### src/rtl/core/tfu_fifo.sv
// tfu_fifo: small register queue with full and empty flags
// no dependencies; used between front and back and at the result side
`default_nettype none

module tfu_fifo #(
    parameter int WIDTH = 8,
    parameter int DEPTH = 4
) (
    input  logic             i_clk,
    input  logic             i_rst_n,
    input  logic             i_push,
    input  logic [WIDTH-1:0] i_data,
    output logic             o_full,
    input  logic             i_pop,
    output logic [WIDTH-1:0] o_data,
    output logic             o_empty
);

    localparam int PTR_W = $clog2(DEPTH);
    localparam int CNT_W = $clog2(DEPTH + 1);

    logic [WIDTH-1:0] r_mem [DEPTH];
    logic [PTR_W-1:0] r_wr;
    logic [PTR_W-1:0] r_rd;
    logic [CNT_W-1:0] r_cnt;
    logic             do_push;
    logic             do_pop;

    assign o_full  = (r_cnt == CNT_W'(DEPTH));
    assign o_empty = (r_cnt == '0);
    assign o_data  = r_mem[r_rd];
    assign do_push = i_push && !o_full;
    assign do_pop  = i_pop && !o_empty;

    always_ff @(posedge i_clk) begin
        if (!i_rst_n) begin
            r_wr  <= '0;
            r_rd  <= '0;
            r_cnt <= '0;
        end else begin
            if (do_push) begin
                r_wr <= (r_wr == PTR_W'(DEPTH - 1)) ? '0 : r_wr + 1'b1;
            end
            if (do_pop) begin
                r_rd <= (r_rd == PTR_W'(DEPTH - 1)) ? '0 : r_rd + 1'b1;
            end
            if (do_push && !do_pop) begin
                r_cnt <= r_cnt + 1'b1;
            end else if (do_pop && !do_push) begin
                r_cnt <= r_cnt - 1'b1;
            end
        end
    end

    always_ff @(posedge i_clk) begin
        if (do_push) begin
            r_mem[r_wr] <= i_data;
        end
    end

endmodule

`default_nettype wire

### config.mk
export PLATFORM = sky130hd
export DESIGN_NAME = tfu_fifo
export DESIGN_NICKNAME = d
export VERILOG_FILES = /design/src/rtl/core/tfu_fifo.sv
export SDC_FILE = /design/constraint.sdc
export NUM_CORES = 1
export LEC_CHECK = 0
export BUFFER_PORTS_ARGS = -buffer_cell sky130_fd_sc_hd__buf_2
export CAP_MARGIN = 20
export CORE_ASPECT_RATIO = 0.75
export CORE_MARGIN = 2
export CORE_UTILIZATION = 45
export CTS_CLUSTER_SIZE = 20
export DETAILED_ROUTE_END_ITERATION = 12
export SLEW_MARGIN = 20
export SYNTH_ARGS = -nofsm -noshare
export SYNTH_HDL_FRONTEND = slang
export SYNTH_SLANG_ARGS = --single-unit
### constraint.sdc
create_clock -name i_clk -period 4.4 [get_ports i_clk]
set_clock_uncertainty 0.1 [all_clocks]
set_input_delay 0.88 -clock i_clk [delete_from_list [all_inputs] [get_ports i_clk]]
set_output_delay 0.88 -clock i_clk [all_outputs]
set_load 0.01 [all_outputs]
==> flow_summary.toml <==
[clock_network]
cts_sinks = 41
clk_path_buf_depth = 2
root_buffer = "clkbuf_8"
clkLatencyLatePin_ps = 290
hold_buffers = 0
clkTransAtPathRegs_ps = 80
cts_buffers = 5
post-cts-setup-buffers = 0
cts_tree = "built"
htreeDepth = 2
cts_resized = 0

[layout]
drive_above_1_share_pct = 32.2
n_antenna_cell = 0
final_area_sq_um = 1900
nets = 136
layout.cells.non_filler = 158
area_delta_synth_final_pct = 16.3

[timing]
whs_ps = 424
max_clock_freq_mhz = 366
slew_violations = 0
period_needed_ps = 2730
final_hold_viol_count = 0
maxSlewHeadroom_pct = 60.5
max_slew.worst_pin.slew_ps = 587
fin_setup_tns_ps = 0
setup-violations-final = 0
fin_crit_sh_pct = 62.0
rsz0062_at_grt = "false"

[synthesis]
ys_ff_latch = 41
synth_cells = 93
synthesis.area_sq_um = 1630
synth_warnings = 0
syn_area_per_cell_sq_um = 17.5
synthesis.nets = 112
yosysSeqAreaShare_pct = 70.0
synth_cell_type_count = 23

[flow_run]
maxCapViolCount = 0

[detailed_routing]
wl_per_cell_um = 16.2
drtAntennaViolNets = 0
drc = 0
dr.pass1.iters = 4
vias = 824
first_iter_violations = 82
wl_mm = 2.56
viasPerCell = 5.22

[grt]
grt_max_degree = 15
grt_pass1_wl_mm = 4.02
grt_pass1_vias = 827
antenna_found_initial = 0
overflow = 0
grt_use_total_pct = 14.0

[die]
die_h_um = 56.1
die_area_sq_um = 4130
io_pins = 22
coreArea_sq_um = 3380
rows = 18
die-width_um = 73.5
start_util_pct = 48.3

[critical_path]
required_ps = 3420
crit_fanout = 8
start_kind = "flop"
crit_type = "reg -> out"
cp-end-kind = "output port"
critPathArrivalTime_ps = 1750

[power_and_ir_drop]
peakVddDrop_mv = 0.312
p_per_area_nw_per_um2 = 576
cellLeakagePower_nw = 0.697

[placement]
io_buffer_count = 21
place_congestion = 0.665
dp.cells = 150
place_hpwl_mm = 1.74
dpl_cell_area_sq_um = 1770

[hold_path]
worstHoldPathType = "reg -> reg"

[run_status]
status = "complete, no violations"
cell families (layout without fill, tap and decap cells):
family	Yosys count	in the layout	share of synthesized area, %
AOI/OAI and AO/OA	5	5	1.84
xor gates and xnor gates	2	2	1.07
adders and majority gates	7	7	5.83
buffers and inverters	7	32	1.76
DFF	41	41	70.0
muxes	11	11	12.9
and+or+nand+nor	20	20	6.60
worst paths after layout:
kind                                            start               endpoint  slack [ps]  cells after the start
worst max register to register  r_cnt[1]$_SDFFE_PN0P_  r_cnt[2]$_SDFFE_PN0P_        1900                      7
worst min-delay path             r_wr[1]$_SDFFE_PN0P_   r_wr[1]$_SDFFE_PN0P_         420                      2
worst min register to register   r_wr[1]$_SDFFE_PN0P_   r_wr[1]$_SDFFE_PN0P_         420                      2
worst max-delay path                             flop              o_data[0]        1670                      2
layout make-up:
class / instances / area, sq um
well taps: 40 / 50.0
clock buffers: 7 / 119
clock inverters: 1 / 8.76
repair buffers: 21 / 105
multi-input cells: 45 / 460
flip-flops and latches: 41 / 1140
inverters: 3 / 11.3
fillers: 285 / 1480
report_power, final:
part / switching (mW) / internal (mW) / leakage [nW]
Combinational: 0.115 / 0.130 / 0.265
Clock: 0.133 / 0.183 / 0.0651
Sequential: 0.0545 / 0.476 / 0.367
Total: 0.303 / 0.789 / 0.697
sequential cells by signal (all words and copies together) (netlist names), named ones only:
register,count
r_cnt,3
r_mem,32
r_rd,2
r_wr,2
cells in the mapped netlist, drive strengths merged:
cell type,count,area [sq um]
nor2,2,7.51
inv,3,11.3
mux4,8,180
dfxtp,9,180
and2,5,31.3
buf,3,13.8
nand2,6,22.5
nand3,2,10.0
o31ai,1,7.51
ha,6,75.1
o21ai,3,15.0
edfxtp,32,961
clkbuf,1,3.75
a21boi,1,7.51
mux2i,3,30.0
xor2,1,8.76
fa,1,20.0
nor3b,1,12.5
or3,1,6.26
nor2b,2,12.5
xnor2,1,8.76
nor3,1,5.00
cells in the final DEF, fill, tap and decap left out, drive strengths merged, types with 3 or more instances in the layout:
cell / count
inv: 4
o21ai: 3
clkbuf: 7
nand2: 6
dfxtp: 9
and2: 5
mux2i: 3
buf: 21
ha: 6
mux4: 8
edfxtp: 32
worst max-delay path, stage by stage, from the launching register on:
cell and delay (ps):
dfxtp_1 710, mux4_2 590, buf_2 160
per-stage QoR:
stage / setup slack (ps) / util [%] / power (mW)
6_report: 1670 / 56.1 / 1.09
3_5_place_dp: 1510 / 52.3 / 0.790
2_1_floorplan: 1920 / - / 0.704
5_1_grt: 1540 / 56.1 / 1.16
4_1_cts: 1630 / 56.1 / 1.10
3_3_place_gp: 1630 / 52.3 / 0.776
metal layers:
| metal | vias up | track usage, % | wire length, um |
|---|---|---|---|
| met5 | - | 0 | 0 |
| met4 | 0 | 4.68 | 32 |
| met3 | 4 | 5.62 | 125 |
| met2 | 20 | 21.3 | 1190 |
| met1 | 400 | 18.2 | 1210 |
| li1 | 400 | - | - |
(Power assumes the default switching activity.)
