**config.mk**
```make
export PLATFORM = sky130hd
export DESIGN_NAME = tfu_front
export DESIGN_NICKNAME = d
export VERILOG_FILES = /design/src/rtl/core/tfu_pkg.sv /design/src/rtl/core/tfu_front.sv
export SDC_FILE = /design/constraint.sdc
export NUM_CORES = 1
export LEC_CHECK = 0
export BUFFER_PORTS_ARGS = -buffer_cell sky130_fd_sc_hd__clkbuf_2
export CORE_UTILIZATION = 59
export CTS_CLUSTER_SIZE = 20
export DETAILED_ROUTE_END_ITERATION = 8
export PLACE_DENSITY = 0.83
export SETUP_SLACK_MARGIN = 0.02
export SLEW_MARGIN = 20
export SYNTH_ARGS = -nofsm -noshare
export SYNTH_HDL_FRONTEND = slang
export SYNTH_SLANG_ARGS = --single-unit
```
**constraint.sdc**
```tcl
create_clock -name i_clk -period 8.8 [get_ports i_clk]
set_input_delay 0 -clock i_clk [delete_from_list [all_inputs] [get_ports i_clk]]
set_output_delay 0 -clock i_clk [all_outputs]
set_load 0.05 [all_outputs]
```
**src/rtl/core/tfu_pkg.sv**
```systemverilog
// tfu_pkg: types, codes and fixed-point formats of the trig function unit
// no dependencies; imported by every module of the unit except tfu_fifo
`default_nettype none

package tfu_pkg;

    localparam int CMD_W     = 3;
    localparam int ANGLE_W   = 24;
    localparam int VALUE_W   = 32;
    localparam int STATUS_W  = 2;

    localparam logic [CMD_W-1:0] CMD_SIN = 3'd0;
    localparam logic [CMD_W-1:0] CMD_COS = 3'd1;
    localparam logic [CMD_W-1:0] CMD_TAN = 3'd2;
    localparam logic [CMD_W-1:0] CMD_CSC = 3'd3;
    localparam logic [CMD_W-1:0] CMD_SEC = 3'd4;
    localparam logic [CMD_W-1:0] CMD_COT = 3'd5;

    localparam logic [STATUS_W-1:0] ST_OK   = 2'd0;
    localparam logic [STATUS_W-1:0] ST_SAT  = 2'd1;
    localparam logic [STATUS_W-1:0] ST_DIV0 = 2'd2;

    // working values are Q.24, radians stay at or below 2*pi
    localparam int WORK_FRAC = 24;
    localparam int OUT_FRAC  = 16;
    localparam int RAD_W     = 27;
    localparam int X2_W      = 30;
    localparam int TERM_W    = 32;
    localparam int SUM_W     = 38;
    localparam int MAG_W     = 38;
    localparam int QUO_W     = 33;
    localparam int N_W       = 39;
    localparam int RCP_W     = 40;
    localparam int RCP_HALF  = 20;
    localparam int DIV_D_W   = 10;

    // pi/180 in unsigned Q0.32
    localparam logic [RAD_W-1:0] DEG_TO_RAD_Q32 = 27'd74961321;

    typedef enum logic [2:0] {
        OP_SIN,
        OP_COS,
        OP_TAN,
        OP_CSC,
        OP_SEC,
        OP_COT,
        OP_NONE
    } t_op;

    typedef struct packed {
        logic [CMD_W-1:0]          command;
        logic signed [ANGLE_W-1:0] angle_deg;
    } t_in;

    typedef struct packed {
        logic signed [VALUE_W-1:0] value;
        logic [STATUS_W-1:0]       status;
    } t_out;

    typedef struct packed {
        t_op              op;
        logic             neg;
        logic [RAD_W-1:0] rad;
    } t_front;

    typedef struct packed {
        t_op                     op;
        logic                    neg;
        logic [X2_W-1:0]         x2;
        logic [TERM_W-1:0]       t_s;
        logic [TERM_W-1:0]       t_c;
        logic signed [SUM_W-1:0] sum_s;
        logic signed [SUM_W-1:0] sum_c;
    } t_work;

    typedef struct packed {
        logic             ratio;
        logic             neg;
        logic             zero;
        logic             ovf;
        t_out             res;
        logic [MAG_W-1:0] den;
        logic [MAG_W-1:0] rem;
        logic [QUO_W-1:0] nq;
    } t_div;

    // sign and saturate a magnitude into Q16.16
    function automatic t_out f_emit(input logic [QUO_W:0] mag, input logic neg);
        t_out r;
        r.status = ST_OK;
        if (!neg && mag > (QUO_W+1)'(32'h7fff_ffff)) begin
            r.value  = 32'h7fff_ffff;
            r.status = ST_SAT;
        end else if (neg && mag > (QUO_W+1)'(32'h8000_0000)) begin
            r.value  = 32'h8000_0000;
            r.status = ST_SAT;
        end else if (neg) begin
            r.value = VALUE_W'(32'd0 - mag[VALUE_W-1:0]);
        end else begin
            r.value = mag[VALUE_W-1:0];
        end
        return r;
    endfunction

endpackage

`default_nettype wire

```
**src/rtl/core/tfu_front.sv**
```systemverilog
// tfu_front: accepts items, clamps the angle, converts to radians, decodes the function
// depends on tfu_pkg
`default_nettype none

module tfu_front import tfu_pkg::*; #(
    parameter int ANGLE_FRAC_BITS = 14
) (
    input  logic   i_clk,
    input  logic   i_rst_n,
    input  logic   i_push,
    output logic   o_full,
    input  t_in    i_item,
    input  logic   i_q_full,
    output logic   o_q_push,
    output t_front o_q_data
);

    localparam int ANGLE_LIMIT = 360 << ANGLE_FRAC_BITS;
    localparam int RAD_SHIFT   = ANGLE_FRAC_BITS + 32 - WORK_FRAC;
    localparam int PROD_W      = ANGLE_W + RAD_W;

    logic                r_valid;
    t_front              r_data;
    t_front              n_data;
    logic                load;
    logic signed [31:0]  deg_ext;
    logic signed [31:0]  deg_clamped;
    logic [31:0]         deg_abs;
    logic [ANGLE_W-1:0]  deg_mag;
    logic [PROD_W-1:0]   prod_rnd;

    always_comb begin
        deg_ext = 32'(i_item.angle_deg);
        if (deg_ext > ANGLE_LIMIT) begin
            deg_clamped = ANGLE_LIMIT;
        end else if (deg_ext < -ANGLE_LIMIT) begin
            deg_clamped = -ANGLE_LIMIT;
        end else begin
            deg_clamped = deg_ext;
        end
        deg_abs  = (deg_clamped < 0) ? 32'(32'sd0 - deg_clamped) : 32'(deg_clamped);
        deg_mag  = deg_abs[ANGLE_W-1:0];
        prod_rnd = PROD_W'(deg_mag) * PROD_W'(DEG_TO_RAD_Q32)
                 + (PROD_W'(1) << (RAD_SHIFT - 1));
        n_data.rad = RAD_W'(prod_rnd >> RAD_SHIFT);
        n_data.neg = (deg_clamped < 0);
        unique case (i_item.command)
            CMD_SIN: n_data.op = OP_SIN;
            CMD_COS: n_data.op = OP_COS;
            CMD_TAN: n_data.op = OP_TAN;
            CMD_CSC: n_data.op = OP_CSC;
            CMD_SEC: n_data.op = OP_SEC;
            CMD_COT: n_data.op = OP_COT;
            default: n_data.op = OP_NONE;
        endcase
    end

    assign load     = !r_valid || !i_q_full;
    assign o_full   = r_valid && i_q_full;
    assign o_q_push = r_valid && !i_q_full;
    assign o_q_data = r_data;

    always_ff @(posedge i_clk) begin
        if (!i_rst_n) begin
            r_valid <= 1'b0;
        end else if (load) begin
            r_valid <= i_push;
        end
    end

    always_ff @(posedge i_clk) begin
        if (load && i_push) begin
            r_data <= n_data;
        end
    end

endmodule

`default_nettype wire

```
==> results by group <==
Status
  • Outcome: completed

Cells and area
  • Layout cell share with drive strength beyond 1: 12.5%
  • Commonest non-fill, non-tap cell in the layout: inv_1
  • Layout Nets: 1892
  • Antenna cells: 0
  • Most frequent cells in the layout: 332 x inv_1, 254 x ha_1, 231 x fa_1, 63 x clkbuf_2, 54 x nor2_1
  • Fillers: 1615
  • Syn-to-layout area delta: 9.54%

Route
  • WL final: 31.6 mm
  • First drt pass iteration count: 6
  • Post-DR vias/cell: 5.63
  • DRC errors left: 0
  • Routed length per instance: 19.2 um
  • Antenna Violating Nets Remaining: 0
  • DR vias: 9259
  • Initial drt markers: 560

Hold path
  • Hold Path Class: input pin to flop

Floorplanning
  • Chip width: 149 um
  • # IOs: 64
  • Starting Density: 60.4%
  • Height of the die: 149 um
  • CORE AREA: 0.0212 mm2
  • Die area: 0.0223 mm2
  • Site row count: 53

Placement
  • Post-DP HPWL: 28.4 mm
  • Dpl ws: -0.151 ns
  • Placer congestion estimate: 0.979
  • Port Buf Inserts: 63

Synthesis
  • Post-synth cell types: 77
  • Ys Warns: 0
  • Post-Syn Instances: 1271
  • Syn Area/Cell: 10.1 um2
  • Seq/Total Area, Yosys: 7.44%
  • Post-Syn Nets: 1793
  • Async SR Flop Fraction: 0%
  • Mapped Area: 0.0128 mm2
  • Primary FF master, synth: edfxtp_1
  • Flops & latches, synth: 32
  • Post-synth EDFFs: 31

Clock tree
  • CTS buffer count: 5
  • Htree depth: 2
  • Sink Count: 32
  • CTS root buffer: clkbuf_16
  • Reg clk slew, reported paths: 0.06 ns
  • Clk buf depth: 2
  • CTS tree: yes
  • Insertion delay of the later-clocked pin in the worst-skew pair: 0.28 ns

STA
  • Fin. Hold Viols: 0
  • Max_slew headroom: 39.9%
  • Tcrit/Tclk final: 95.4%
  • Worst-margin pin slew: 0.899 ns
  • Post-layout min period: 8.40 ns
  • Slew Limit Fails: 0
  • Fin worst setup slack: 0.402 ns
  • Max Clk Rate: 0.119 GHz
  • # setup viols final: 0
  • Clock Skews: 0.00684 ns
  • RSZ-0062 raised after global routing: no

GRT
  • Pin count of the biggest net entering global routing: 32
  • First-pass GRT wire length: 49.3 mm
  • Initial antenna violation count: 0
  • Number of global-route vias before repair: 9773
  • GRT Total Usage: 29.4%
  • Overflow after GRT: 0

Worst setup path
  • CP endpoint kind: flop
  • CP peak stage delay: 0.57 ns
  • Worst Path Required: 8.83 ns
  • CP Max Fanout: 7
  • Arr. time, crit path: 8.42 ns
  • Critical Path Source Type: input pin
  • Top cell by count, worst path: fa_1
  • Worst setup path category: input pin to flop
  • Crit-path slowest cell: fa_1

Job
  • Max Cap Viol: 0
sequential cells by signal, indices dropped and copies added (netlist names):
| register | cells |
|---|---|
| o_q_data | 31 |
| r_valid | 1 |
repair_timing:
| item | CTS | global route |
|---|---|---|
| endpoints found under the setup margin | 0 | 20 |
| resized for setup | 0 | 20 |
| endpoints found under the hold margin | 3 | 0 |
| hold buffers | 4 | 0 |
| buffers inserted | 0 | 3 |
metrics by stage:
step	std cells	utilization, %	hold WS [ns]	TNS, ns	instance area (um2)
after detailed placement	1631	64.8	0.199	-0.499	13700
final	1645	66.2	0.0899	0	14000
after floorplan	1271	-	0.118	0	12800
after global routing	1645	66.2	0.0904	0	14000
after CTS	1642	65.7	0.0837	0	13900
after global placement	1631	64.8	0.196	0	13700
area by class of cell:
| class | count | area [um2] | area share, % |
|---|---|---|---|
| clock buffer | 5 | 125 | 0.893 |
| clock inverter | 2 | 12.5 | 0.0893 |
| inverter | 337 | 1260 | 9.03 |
| multi-input combinational | 883 | 10600 | 75.8 |
| timing repair buffer | 111 | 686 | 4.90 |
| sequential | 32 | 951 | 6.79 |
| tap | 275 | 344 | 2.46 |
cells by family after synthesis:
kind of cell	share of synthesized area, %
buffers and inverters	10.5
multiplexers	0.157
flip-flops	7.44
XOR/XNOR	3.28
AND/OR/NAND/NOR	7.77
AO/OA/AOI/OAI	8.99
other	0.0293
adder cells (fa/ha/maj)	61.8
path summary, 6_finish.rpt:
kind                        startpoint  depth (start not counted)  slack (ns)                      to
hold / removal              i_item[24]                          2        0.09  o_q_data[28]$_DFFE_PP_
setup reg to reg  r_valid$_SDFFE_PN0N_                          2        7.23   o_q_data[6]$_DFFE_PP_
setup / recovery            i_item[18]                         38        0.40  o_q_data[25]$_DFFE_PP_
hold reg to reg   r_valid$_SDFFE_PN0N_                          2        0.92  o_q_data[13]$_DFFE_PP_
synth_stat cells (12+ instances only):
master	number	area (um2)
xnor2_1	25	219
edfxtp_1	31	931
fa_1	234	4680
nand3_1	17	85.1
a21o_1	25	188
a21oi_1	38	190
xor2_1	21	184
inv_1	333	1250
o21ai_0	17	85.1
nand2_1	35	131
clkbuf_1	13	48.8
nor2_1	58	218
ha_1	257	3220
nor2b_1	12	75.1
layer usage:
layer,global-route usage [%],vias up,wire (um)
met3,3.58,80,2120
met4,11.2,0,1320
met5,0,-,0
met1,37.4,4603,12500
li1,-,4270,-
met2,51.2,306,15600
critical path, delay by kind of cell:
family                   cells  cell delay, ns
adder cells (fa/ha/maj)     10            4.06
AO/OA/AOI/OAI               11            2.29
AND/OR/NAND/NOR              8            0.91
buffers and inverters        6            0.72
XOR/XNOR                     3            0.41
Power is left out: the tool's default activity adds up to more than one toggle a clock period on the data nets, which glitch-free logic cannot reach.
